$ cat config.mk
export PLATFORM = sky130hd
export DESIGN_NAME = text_console_char_writer_flat
export DESIGN_NICKNAME = d
export VERILOG_FILES = /design/src/rtl/core/tcw_pkg.sv /design/src/rtl/core/tcw_if.sv /design/src/rtl/core/tcw_cursor.sv /design/src/rtl/core/tcw_out_reg.sv /design/src/rtl/core/text_console_char_writer.sv /design/src/flat_wrapper.sv
export SDC_FILE = /design/constraint.sdc
export NUM_CORES = 1
export LEC_CHECK = 0
export BUFFER_PORTS_ARGS = -buffer_cell sky130_fd_sc_hd__buf_2
export CAP_MARGIN = 30
export CORE_ASPECT_RATIO = 0.8
export CORE_MARGIN = 2
export CORE_UTILIZATION = 32
export CTS_CLUSTER_SIZE = 28
export DETAILED_ROUTE_END_ITERATION = 8
export REMOVE_ABC_BUFFERS = 1
export SYNTH_ARGS = -nofsm -noshare
export SYNTH_HDL_FRONTEND = slang
export SYNTH_SLANG_ARGS = --single-unit
$ cat constraint.sdc
create_clock -name clk -period 3.7 [get_ports clk]
set_input_delay 0.74 -clock clk [delete_from_list [all_inputs] [get_ports clk]]
set_output_delay 0.74 -clock clk [all_outputs]
set_load 0.02 [all_outputs]
$ cat src/rtl/core/tcw_pkg.sv
`timescale 1ns / 1ps

package tcw_pkg;

	localparam int CHAR_W   = 8;
	localparam int COLUMN_W = 7;
	localparam int ROW_W    = 5;
	localparam int COLOR_W  = 4;
	localparam int WORD_W   = 16;
	localparam int CFG_IDX_W = 2;

	localparam logic KIND_CHAR   = 1'b0;
	localparam logic KIND_SETPOS = 1'b1;

	localparam logic [CHAR_W-1:0] CODE_NEWLINE   = 8'd10;
	localparam logic [CHAR_W-1:0] CODE_TAB       = 8'd9;
	localparam logic [CHAR_W-1:0] CODE_BACKSPACE = 8'd8;
	localparam logic [CHAR_W-1:0] CODE_BLANK     = 8'd32;

	localparam int TAB_STEP = 4;

	localparam logic [CFG_IDX_W-1:0] CFG_BACKGROUND = 2'd0;
	localparam logic [CFG_IDX_W-1:0] CFG_FOREGROUND = 2'd1;

	localparam logic [COLOR_W-1:0] BACKGROUND_RESET = 4'd1;
	localparam logic [COLOR_W-1:0] FOREGROUND_RESET = 4'd15;

	typedef struct packed {
		logic                kind;
		logic [CHAR_W-1:0]   char_code;
		logic [COLUMN_W-1:0] column;
		logic [ROW_W-1:0]    row;
	} item_t;

	typedef struct packed {
		logic [COLOR_W-1:0] background;
		logic [COLOR_W-1:0] foreground;
	} colors_t;

endpackage

$ cat src/rtl/core/tcw_if.sv
`timescale 1ns / 1ps

interface tcw_item_if import tcw_pkg::*; ();
	logic                valid;
	logic                ready;
	logic                kind;
	logic [CHAR_W-1:0]   char_code;
	logic [COLUMN_W-1:0] column;
	logic [ROW_W-1:0]    row;

	modport source (output valid, output kind, output char_code, output column, output row,
		input ready);
	modport sink (input valid, input kind, input char_code, input column, input row,
		output ready);
endinterface

interface tcw_cell_if import tcw_pkg::*; #(
	parameter int ADDR_W = 11
) ();
	logic              valid;
	logic              ready;
	logic [ADDR_W-1:0] cell_address;
	logic [WORD_W-1:0] cell_word;

	modport source (output valid, output cell_address, output cell_word, input ready);
	modport sink (input valid, input cell_address, input cell_word, output ready);
endinterface

interface tcw_cfg_if import tcw_pkg::*; ();
	logic                 valid;
	logic                 ready;
	logic [CFG_IDX_W-1:0] index;
	logic [COLOR_W-1:0]   data;

	modport source (output valid, output index, output data, input ready);
	modport sink (input valid, input index, input data, output ready);
endinterface

$ cat src/rtl/core/tcw_cursor.sv
`timescale 1ns / 1ps

module tcw_cursor import tcw_pkg::*; #(
	parameter int SCREEN_COLUMNS = 80,
	parameter int SCREEN_ROWS    = 25,
	parameter int ADDR_W         = 11
) (
	input  logic              clk,
	input  logic              arst_n,
	input  logic              step,
	input  item_t             item,
	input  colors_t           colors,
	output logic              res_valid,
	output logic [ADDR_W-1:0] res_address,
	output logic [WORD_W-1:0] res_word
);

	localparam int CW   = $clog2(SCREEN_COLUMNS);
	localparam int RW   = (SCREEN_ROWS > 1) ? $clog2(SCREEN_ROWS) : 1;
	localparam int QMAX = ((1 << COLUMN_W) - 1) / SCREEN_COLUMNS;
	localparam int QW   = 4;
	localparam int RTW  = ROW_W + 1;

	localparam logic [CW:0]     COLS_X   = (CW+1)'(SCREEN_COLUMNS);
	localparam logic [CW-1:0]   LAST_COL = CW'(SCREEN_COLUMNS - 1);
	localparam logic [RW-1:0]   LAST_ROW = RW'(SCREEN_ROWS - 1);
	localparam logic [ADDR_W-1:0] COLS_A = ADDR_W'(SCREEN_COLUMNS);
	localparam logic [ADDR_W-1:0] TAB_A  = ADDR_W'(TAB_STEP);

	logic [CW-1:0]     col_q, col_n;
	logic [RW-1:0]     row_q, row_n;
	logic [ADDR_W-1:0] lin_q, lin_n;

	logic [QW-1:0]     qc;
	logic [CW-1:0]     col_rem;
	logic [RTW-1:0]    row_tot;
	logic [CW:0]       col_t;
	logic [CHAR_W-1:0] res_char;

	always_comb begin
		qc = '0;
		for (int k = 1; k <= QMAX; k++) begin
			if (int'(item.column) >= k * SCREEN_COLUMNS) begin
				qc = qc + QW'(1);
			end
		end
		col_rem = CW'(int'(item.column) - int'(qc) * SCREEN_COLUMNS);
		row_tot = RTW'(item.row) + RTW'(qc);
	end

	always_comb begin
		col_n     = col_q;
		row_n     = row_q;
		lin_n     = lin_q;
		res_valid = 1'b0;
		res_char  = item.char_code;
		res_address = lin_q;
		col_t     = '0;
		if (item.kind == KIND_SETPOS) begin
			if (int'(row_tot) >= SCREEN_ROWS) begin
				col_n = '0;
				row_n = '0;
				lin_n = '0;
			end else begin
				col_n = col_rem;
				row_n = RW'(row_tot);
				lin_n = ADDR_W'(int'(row_tot) * SCREEN_COLUMNS + int'(col_rem));
			end
		end else begin
			case (item.char_code)
				CODE_NEWLINE: begin
					if (row_q == LAST_ROW) begin
						col_n = '0;
						row_n = '0;
						lin_n = '0;
					end else begin
						col_n = '0;
						row_n = row_q + RW'(1);
						lin_n = lin_q - ADDR_W'(col_q) + COLS_A;
					end
				end
				CODE_TAB: begin
					col_t = {1'b0, col_q} + (CW+1)'(TAB_STEP);
					if (col_t >= COLS_X) begin
						if (row_q == LAST_ROW) begin
							col_n = '0;
							row_n = '0;
							lin_n = '0;
						end else begin
							col_n = CW'(col_t - COLS_X);
							row_n = row_q + RW'(1);
							lin_n = lin_q + TAB_A;
						end
					end else begin
						col_n = CW'(col_t);
						lin_n = lin_q + TAB_A;
					end
				end
				CODE_BACKSPACE: begin
					res_valid = 1'b1;
					res_char  = CODE_BLANK;
					if (lin_q != '0) begin
						lin_n = lin_q - ADDR_W'(1);
						if (col_q == '0) begin
							col_n = LAST_COL;
							row_n = row_q - RW'(1);
						end else begin
							col_n = col_q - CW'(1);
						end
					end
					res_address = lin_n;
				end
				default: begin
					res_valid = 1'b1;
					if (col_q == LAST_COL) begin
						if (row_q == LAST_ROW) begin
							col_n = '0;
							row_n = '0;
							lin_n = '0;
						end else begin
							col_n = '0;
							row_n = row_q + RW'(1);
							lin_n = lin_q + ADDR_W'(1);
						end
					end else begin
						col_n = col_q + CW'(1);
						lin_n = lin_q + ADDR_W'(1);
					end
				end
			endcase
		end
	end

	assign res_word = {colors.background, colors.foreground, res_char};

	always_ff @(posedge clk or negedge arst_n) begin
		if (!arst_n) begin
			col_q <= '0;
			row_q <= '0;
			lin_q <= '0;
		end else if (step) begin
			col_q <= col_n;
			row_q <= row_n;
			lin_q <= lin_n;
		end
	end

endmodule

$ cat src/rtl/core/tcw_out_reg.sv
`timescale 1ns / 1ps

module tcw_out_reg import tcw_pkg::*; #(
	parameter int ADDR_W = 11
) (
	input  logic              clk,
	input  logic              arst_n,
	input  logic              load,
	input  logic [ADDR_W-1:0] address,
	input  logic [WORD_W-1:0] word,
	output logic              space,
	tcw_cell_if.source        screen
);

	logic              valid_q;
	logic [ADDR_W-1:0] address_q;
	logic [WORD_W-1:0] word_q;

	assign space = !valid_q || screen.ready;

	always_ff @(posedge clk or negedge arst_n) begin
		if (!arst_n) begin
			valid_q <= 1'b0;
		end else if (space) begin
			valid_q <= load;
		end
	end

	always_ff @(posedge clk) begin
		if (load && space) begin
			address_q <= address;
			word_q    <= word;
		end
	end

	assign screen.valid        = valid_q;
	assign screen.cell_address = address_q;
	assign screen.cell_word    = word_q;

endmodule

$ cat src/rtl/core/text_console_char_writer.sv
`timescale 1ns / 1ps
// Channel  Role    Payload
// item     sink    kind, char_code, column, row
// screen   source  cell_address, cell_word
// cfg      sink    index, data (0 background, 1 foreground)
//
// One request is taken per cycle while the cell output does not stall. Each
// request is registered, then the cursor update runs and writes the output
// register. The cursor row, column and linear index are updated together.
// Reset clears the cursor and sets the colors to 1 and 15. A stalled cell
// output holds a pending request that writes a cell.

module text_console_char_writer import tcw_pkg::*; #(
	parameter int SCREEN_COLUMNS = 80,
	parameter int SCREEN_ROWS    = 25
) (
	input logic        clk,
	input logic        arst_n,
	tcw_item_if.sink   item,
	tcw_cell_if.source screen,
	tcw_cfg_if.sink    cfg
);

	localparam int ADDR_W = $clog2(SCREEN_COLUMNS * SCREEN_ROWS);

	item_t             item_s1;
	logic              valid_s1;
	colors_t           colors_q;
	logic              advance;
	logic              space;
	logic              res_valid;
	logic [ADDR_W-1:0] res_address;
	logic [WORD_W-1:0] res_word;

	assign cfg.ready = 1'b1;

	always_ff @(posedge clk or negedge arst_n) begin
		if (!arst_n) begin
			colors_q.background <= BACKGROUND_RESET;
			colors_q.foreground <= FOREGROUND_RESET;
		end else if (cfg.valid) begin
			case (cfg.index)
				CFG_BACKGROUND: colors_q.background <= cfg.data;
				CFG_FOREGROUND: colors_q.foreground <= cfg.data;
				default: begin
				end
			endcase
		end
	end

	assign advance    = valid_s1 && (!res_valid || space);
	assign item.ready = !valid_s1 || advance;

	always_ff @(posedge clk or negedge arst_n) begin
		if (!arst_n) begin
			valid_s1 <= 1'b0;
		end else if (item.ready) begin
			valid_s1 <= item.valid;
		end
	end

	always_ff @(posedge clk) begin
		if (item.valid && item.ready) begin
			item_s1.kind      <= item.kind;
			item_s1.char_code <= item.char_code;
			item_s1.column    <= item.column;
			item_s1.row       <= item.row;
		end
	end

	tcw_cursor #(
		.SCREEN_COLUMNS (SCREEN_COLUMNS),
		.SCREEN_ROWS    (SCREEN_ROWS),
		.ADDR_W         (ADDR_W)
	) u_cursor (
		.clk         (clk),
		.arst_n      (arst_n),
		.step        (advance),
		.item        (item_s1),
		.colors      (colors_q),
		.res_valid   (res_valid),
		.res_address (res_address),
		.res_word    (res_word)
	);

	tcw_out_reg #(
		.ADDR_W (ADDR_W)
	) u_out_reg (
		.clk     (clk),
		.arst_n  (arst_n),
		.load    (advance && res_valid),
		.address (res_address),
		.word    (res_word),
		.space   (space),
		.screen  (screen)
	);

endmodule

$ cat src/flat_wrapper.sv
// flat-port wrapper written by rule: the top's interface ports become plain ports
module text_console_char_writer_flat import tcw_pkg::*;
#(
	parameter int SCREEN_COLUMNS = 80,
	parameter int SCREEN_ROWS    = 25
)
  (clk, arst_n, item_valid, item_kind, item_char_code, item_column, item_row, item_ready, screen_valid, screen_cell_address, screen_cell_word, screen_ready, cfg_valid, cfg_index, cfg_data, cfg_ready);
  tcw_item_if item_i ();
  tcw_cell_if screen_i ();
  tcw_cfg_if cfg_i ();
  input logic clk;
  input logic arst_n;
  input wire logic [$bits(item_i.valid)-1:0] item_valid;
  input wire logic [$bits(item_i.kind)-1:0] item_kind;
  input wire logic [$bits(item_i.char_code)-1:0] item_char_code;
  input wire logic [$bits(item_i.column)-1:0] item_column;
  input wire logic [$bits(item_i.row)-1:0] item_row;
  output wire logic [$bits(item_i.ready)-1:0] item_ready;
  output wire logic [$bits(screen_i.valid)-1:0] screen_valid;
  output wire logic [$bits(screen_i.cell_address)-1:0] screen_cell_address;
  output wire logic [$bits(screen_i.cell_word)-1:0] screen_cell_word;
  input wire logic [$bits(screen_i.ready)-1:0] screen_ready;
  input wire logic [$bits(cfg_i.valid)-1:0] cfg_valid;
  input wire logic [$bits(cfg_i.index)-1:0] cfg_index;
  input wire logic [$bits(cfg_i.data)-1:0] cfg_data;
  output wire logic [$bits(cfg_i.ready)-1:0] cfg_ready;
  assign item_i.valid = item_valid;
  assign item_i.kind = item_kind;
  assign item_i.char_code = item_char_code;
  assign item_i.column = item_column;
  assign item_i.row = item_row;
  assign item_ready = item_i.ready;
  assign screen_valid = screen_i.valid;
  assign screen_cell_address = screen_i.cell_address;
  assign screen_cell_word = screen_i.cell_word;
  assign screen_i.ready = screen_ready;
  assign cfg_i.valid = cfg_valid;
  assign cfg_i.index = cfg_index;
  assign cfg_i.data = cfg_data;
  assign cfg_ready = cfg_i.ready;
  text_console_char_writer #(.SCREEN_COLUMNS(SCREEN_COLUMNS), .SCREEN_ROWS(SCREEN_ROWS)) u_core (.clk(clk), .arst_n(arst_n), .item(item_i), .screen(screen_i), .cfg(cfg_i));
endmodule
## After elaboration in Yosys (flattened, before gate mapping)

Cells that the tools add are included.

- Eq/ne operators: 9
- Order comparisons: 3
- Multipliers: 2
- Muxes and demuxes: 32
- Reductions and logical operators: 19
- $add $sub $neg: 14

Operators by type and width:

| operator | count |
|---|---|
| $mux W11 | 10 |
| $mux W7 | 7 |
| $mux W5 | 7 |
| $pmux W11 S3 | 1 |
| $eq A8 B4 Y1 const B | 3 |
| $pmux W7 S3 | 1 |
| $mux W8 | 2 |
| $pmux W5 S3 | 1 |
| $add A11 B1 Y11 const B | 1 |
| $add A11 B3 Y11 const B | 1 |
| $add A11 B7 Y11 | 1 |
| $add A11 B7 Y11 const B | 1 |
| $reduce_bool A11 Y1 | 1 |
| $sub A11 B1 Y11 const B | 1 |
| $sub A11 B7 Y11 | 1 |
| $ne A3 B2 Y1 const B | 3 |
| $add A7 B3 Y8 const B | 1 |
| $ge A8 B7 Y1 const B | 1 |
| $add A7 B1 Y7 const B | 1 |
| $eq A7 B7 Y1 const B | 1 |
| $ge A7 B7 Y1 const B | 1 |
| $logic_not A7 Y1 | 1 |
| $mul A6 B3 Y7 const B | 1 |
| $sub A7 B1 Y7 const B | 1 |
| other kinds (18) | 29 |

- Output and inout port bits: 30
- Word-level logic and storage cells: 92
- Register bits: 81

## Depth between registers and ports, before layout

- Word-level depth: 9
- Depth in mapped cells: 16

## Modules after synthesis

From an unflattened synthesis, not the netlist that was laid out.

- Cells, all modules: 629
- Area, all modules: 6,012.0 um^2

Modules (own cells, without submodules):

| module | instances | area an instance (um^2) | seq. area each (um^2) | cells each |
|---|---|---|---|---|
| tcw_cursor | 1 | 4,120.2 | 575.6 | 550 |
| text_console_char_writer | 1 | 1,027.2 | 862.1 | 48 |
| tcw_out_reg | 1 | 864.6 | 835.8 | 31 |

## Least setup slack after synthesis

OpenSTA, ideal clock, no wires.

- Kind: reg-to-reg
- Start: register u_core.item_s1[9] in the netlist's numbering
- End: register u_core.u_cursor.lin_q[10]
- Arrival: 3,183 ps
- Stages on the path, launching flop included: 16
- Data required time: 3,557 ps
- Setup slack: 374 ps
- Library setup time: 143 ps
- Cells stage by stage: edfxtp_1 > o21a_1 > ha_1 > and3_1 > xor2_1 > nand2_1 > inv_1 > nor2_1 > ha_1 > inv_1 > fa_1 > nor4b_1 > xor2_1 > xnor2_1 > a222oi_1 > o211ai_1

- Longest elaborated chain between the ends: 7
- Elaborated cells between the ends (all ways): 10
- Those cells by class: 3 x add/sub; 2 x mul; 2 x order compare; 3 x mux

RTL lines:

| item | RTL line | RTL |
|---|---|---|
| start, declared | text_console_char_writer.sv:26 | `item_t item_s1;` |
| $ge A7 B7 Y1 | tcw_cursor.sv:43 | `if (int'(item.column) >= k * SCREEN_COLUMNS) begin` |
| $mux W1 | tcw_cursor.sv:43 |  |
| $add A5 B4 Y6 or $mul A1 B3 Y3 (tied branches) | tcw_cursor.sv:48, tcw_cursor.sv:47 |  |
| $mul A6 B3 Y7 or $sub A7 B7 Y7 (tied branches) | tcw_cursor.sv:67, tcw_cursor.sv:47 |  |
| $add A11 B7 Y11 | tcw_cursor.sv:67 | `lin_n = ADDR_W'(int'(row_tot) * SCREEN_COLUMNS + int'(col_rem));` |
| $mux W11 (*) | tcw_cursor.sv:60 | `if (int'(row_tot) >= SCREEN_ROWS) begin` |
| $mux W11 (*) | tcw_cursor.sv:59 | `if (item.kind == KIND_SETPOS) begin` |
| end signal, assigned | tcw_cursor.sv:144 | `lin_q <= lin_n;` |
| end, declared | tcw_cursor.sv:32 | `logic [ADDR_W-1:0] lin_q, lin_n;` |

Every way passes the cells marked *; elsewhere a longest branch is shown, timed or not.
A chain may end at the register's enable or synchronous reset.

## Worst setup path in the final report

- Start: register u_core.item_s1[10] in the netlist's numbering
- End: register u_core.u_cursor.lin_q[10]

The elaborated chain is that of the path after synthesis.

==> metrics.cfg <==
[global_route]
grt_overflow_total=0
grt_max_degree=34
antenna_found_initial=0
grt_pass1_wl_um=26010
grt_pass1_vias=4597
track_usage=0.1718

[job]
maxCapViolCount=0

[floorplan]
row_count=44
start_util=0.3282
die_h_um=126.5
die-area_sq_um=19870
die_w_um=157.1
floorplan.core_area_sq_um=18280
ios=62

[setup_path]
arrival_ps=3670
regToRegSetupSlack_ps=260
cp_max_fo=4
required_ps=3930
end_kind=register
worst-setup-path-type=reg -> reg
startpoint_type=register

[logic_synthesis]
ys_types=83
synth_most_common_cell=edfxtp_1
yosys-top-cells-area=edfxtp_1 24%, dfrtp_1 12%, ha_1 9.4%
synthCells=608
synth_top_cell_by_area=edfxtp_1
synth-warning-count=0
synth_edf_count=48
ys.flop_type=edfxtp_1
ys_ff_latch=81
avgSynthCellArea_sq_um=9.868
synth_area_sq_um=6000
yosysSeqAreaShare=0.3789
synth_top_area_share=0.2403
synth_async_sr_flop_share=0.4074
synthTopCellsByCount=48 x edfxtp_1, 45 x ha_1, 45 x nand2_1, 41 x inv_1

[cts]
cts_buffer_depth=2
cts_tree=yes
cts_root_buf=clkbuf_16
numCtsBuffers=9
htreeDepth=3
clk_transition_reported_paths_ps=70
cts_sinks=81
clk_latency_ps=370

[sta]
drv_slew=0
slew_headroom=0.4080
hold_viol=0
rsz0062_at_grt=no
finClkSkew_ps=16.47
fin_crit_sh=0.9310
setup_tns_ps=0
max_slew.worst_pin.slew_ps=888.0
setup_viol=0
post-route-min-period_ps=3445
fmaxAchievable_mhz=290.3

[drt]
avgViaCountPerCell=5.478
totalWireLength_um=16580
firstDrtPassIters=5
avgRoutedWirePerCell_um=18.11
final_antenna_net_count=0
post-route-drc-count=0
num_vias=5012
drtIter0Drc=524

[power_and_ir_drop]
p_total_w=0.003781
irDropWorstVdd_mv=0.2202
p_leak_nw=2.801
power_density_nw_per_um2=551.4

[final_layout]
finalInstanceArea_sq_um=6857
layout.nets=737
diodes=0
synthToLayoutAreaGrowth_pct=14.29
drive_above_1_share=0.2085

[hold_path]
hp-class=reg -> reg

[placement]
place_area_sq_um=6518
io_buffers=60
hpwlAfterDp_um=12520
gp_congestion=0.9340

[outcome]
outcome=finished clean

cell families (layout without fill, tap and decap cells):
family | count (synthesis) | in the layout | share of synthesized area
AND/OR/NAND/NOR | 180 | 180 | 0.1733
multiplexers | 14 | 14 | 0.02565
flip-flops | 81 | 81 | 0.3789
XOR/XNOR | 40 | 40 | 0.05839
AO/OA/AOI/OAI | 168 | 168 | 0.2010
buffers and inverters | 76 | 130 | 0.05818
other | 1 | 1 | 0.0006251
adder cells (fa/ha/maj) | 48 | 48 | 0.1039
final timing paths:
| check | startpoint | end | cells after the start |
|---|---|---|---|
| setup / recovery | u_core.item_s1[10] | u_core.u_cursor.lin_q[10] | 16 |
| hold / removal | u_core.colors_q[5] | u_core.u_out_reg.screen.cell_word[13] | 0 |
| setup reg to reg | u_core.item_s1[10] | u_core.u_cursor.lin_q[10] | 16 |
| hold reg to reg | u_core.colors_q[5] | u_core.u_out_reg.screen.cell_word[13] | 0 |
| max in group asynchronous | arst_n | u_core.u_cursor.lin_q[9] | 1 |
| min in group asynchronous | arst_n | u_core.u_cursor.lin_q[3] | 1 |
critical path, stage by stage, from the launching register on:
cell      delay, ps
edfxtp_1        380
o21a_1          220
ha_1            190
and3_1          200
xor2_1          180
buf_4           160
nor2_1           40
nor2_1          100
ha_1            180
inv_1            50
fa_1            370
xor2_1          200
nor4b_2         280
xor2_1          190
xnor2_1         110
a222oi_1        340
o211ai_1        130
timing repair:
item / 4_1_cts / 5_1_grt
resized for setup: 0 / 5
hold buffers: 0 / 0
buffers inserted: 0 / 2
setup endpoints to repair: 0 / 1
hold endpoints to repair: 0 / 0
where the power goes:
| group | switching (W) | internal (W) | leakage [nW] |
|---|---|---|---|
| Clock | 0.000402 | 0.000502 | 0.145 |
| Combinational | 0.000901 | 0.000659 | 1.80 |
| Sequential | 0.000199 | 0.00112 | 0.856 |
| Total | 0.00150 | 0.00228 | 2.80 |
flip-flops by register name (all words and copies together), names as in the netlist:
name / cells
u_core.colors_q: 8
u_core.item_s1: 21
u_core.u_cursor.col_q: 7
u_core.u_cursor.lin_q: 11
u_core.u_cursor.row_q: 5
u_core.u_out_reg.screen.cell_address: 11
u_core.u_out_reg.screen.cell_word: 16
u_core.u_out_reg.screen.valid: 1
u_core.valid_s1: 1
placed cells by master, fill, tap and decap left out, drive strengths merged, types with 7 or more instances in the layout:
master	n
a21o	8
a21oi	31
a221oi	7
a22oi	10
a31oi	9
and3	8
buf	73
clkbuf	10
dfrtp	28
edfxtp	48
ha	45
inv	45
mux2	11
nand2	46
nand3	16
nor2	30
nor3	24
o211ai	13
o21ai	25
o221ai	7
o31ai	7
xnor2	29
xor2	11
metal layers:
metal	routed length [um]	track usage	up-vias
met2	6955	0.2477	248
li1	-	-	2367
met4	427	0.05348	0
met5	0	0	-
met1	7505	0.2484	2368
met3	1687	0.04851	29
through the flow:
step / setup WS (ps) / hold WS [ps] / std cells / util
6_report: 255.1 / 445.3 / 915 / 0.3751
5_1_grt: 56.30 / 459.7 / 915 / 0.3751
4_1_cts: 113.3 / 448.1 / 913 / 0.3727
3_5_place_dp: 136.1 / 432.1 / 897 / 0.3566
3_3_place_gp: 180.9 / 426.8 / 897 / 0.3566
2_1_floorplan: 373.6 / 421.0 / 573 / -
layout make-up:
cell class              count  area, sq um
clock buffers              10        250.2
fillers                  1884        11420
clock inverters             6        45.04
repair buffers             73        397.9
inverters                  41        153.9
multi-input cells         451         3420
flip-flops and latches     81         2273
well taps                 253        316.6
No activity file was read; power rests on OpenSTA's default activity.
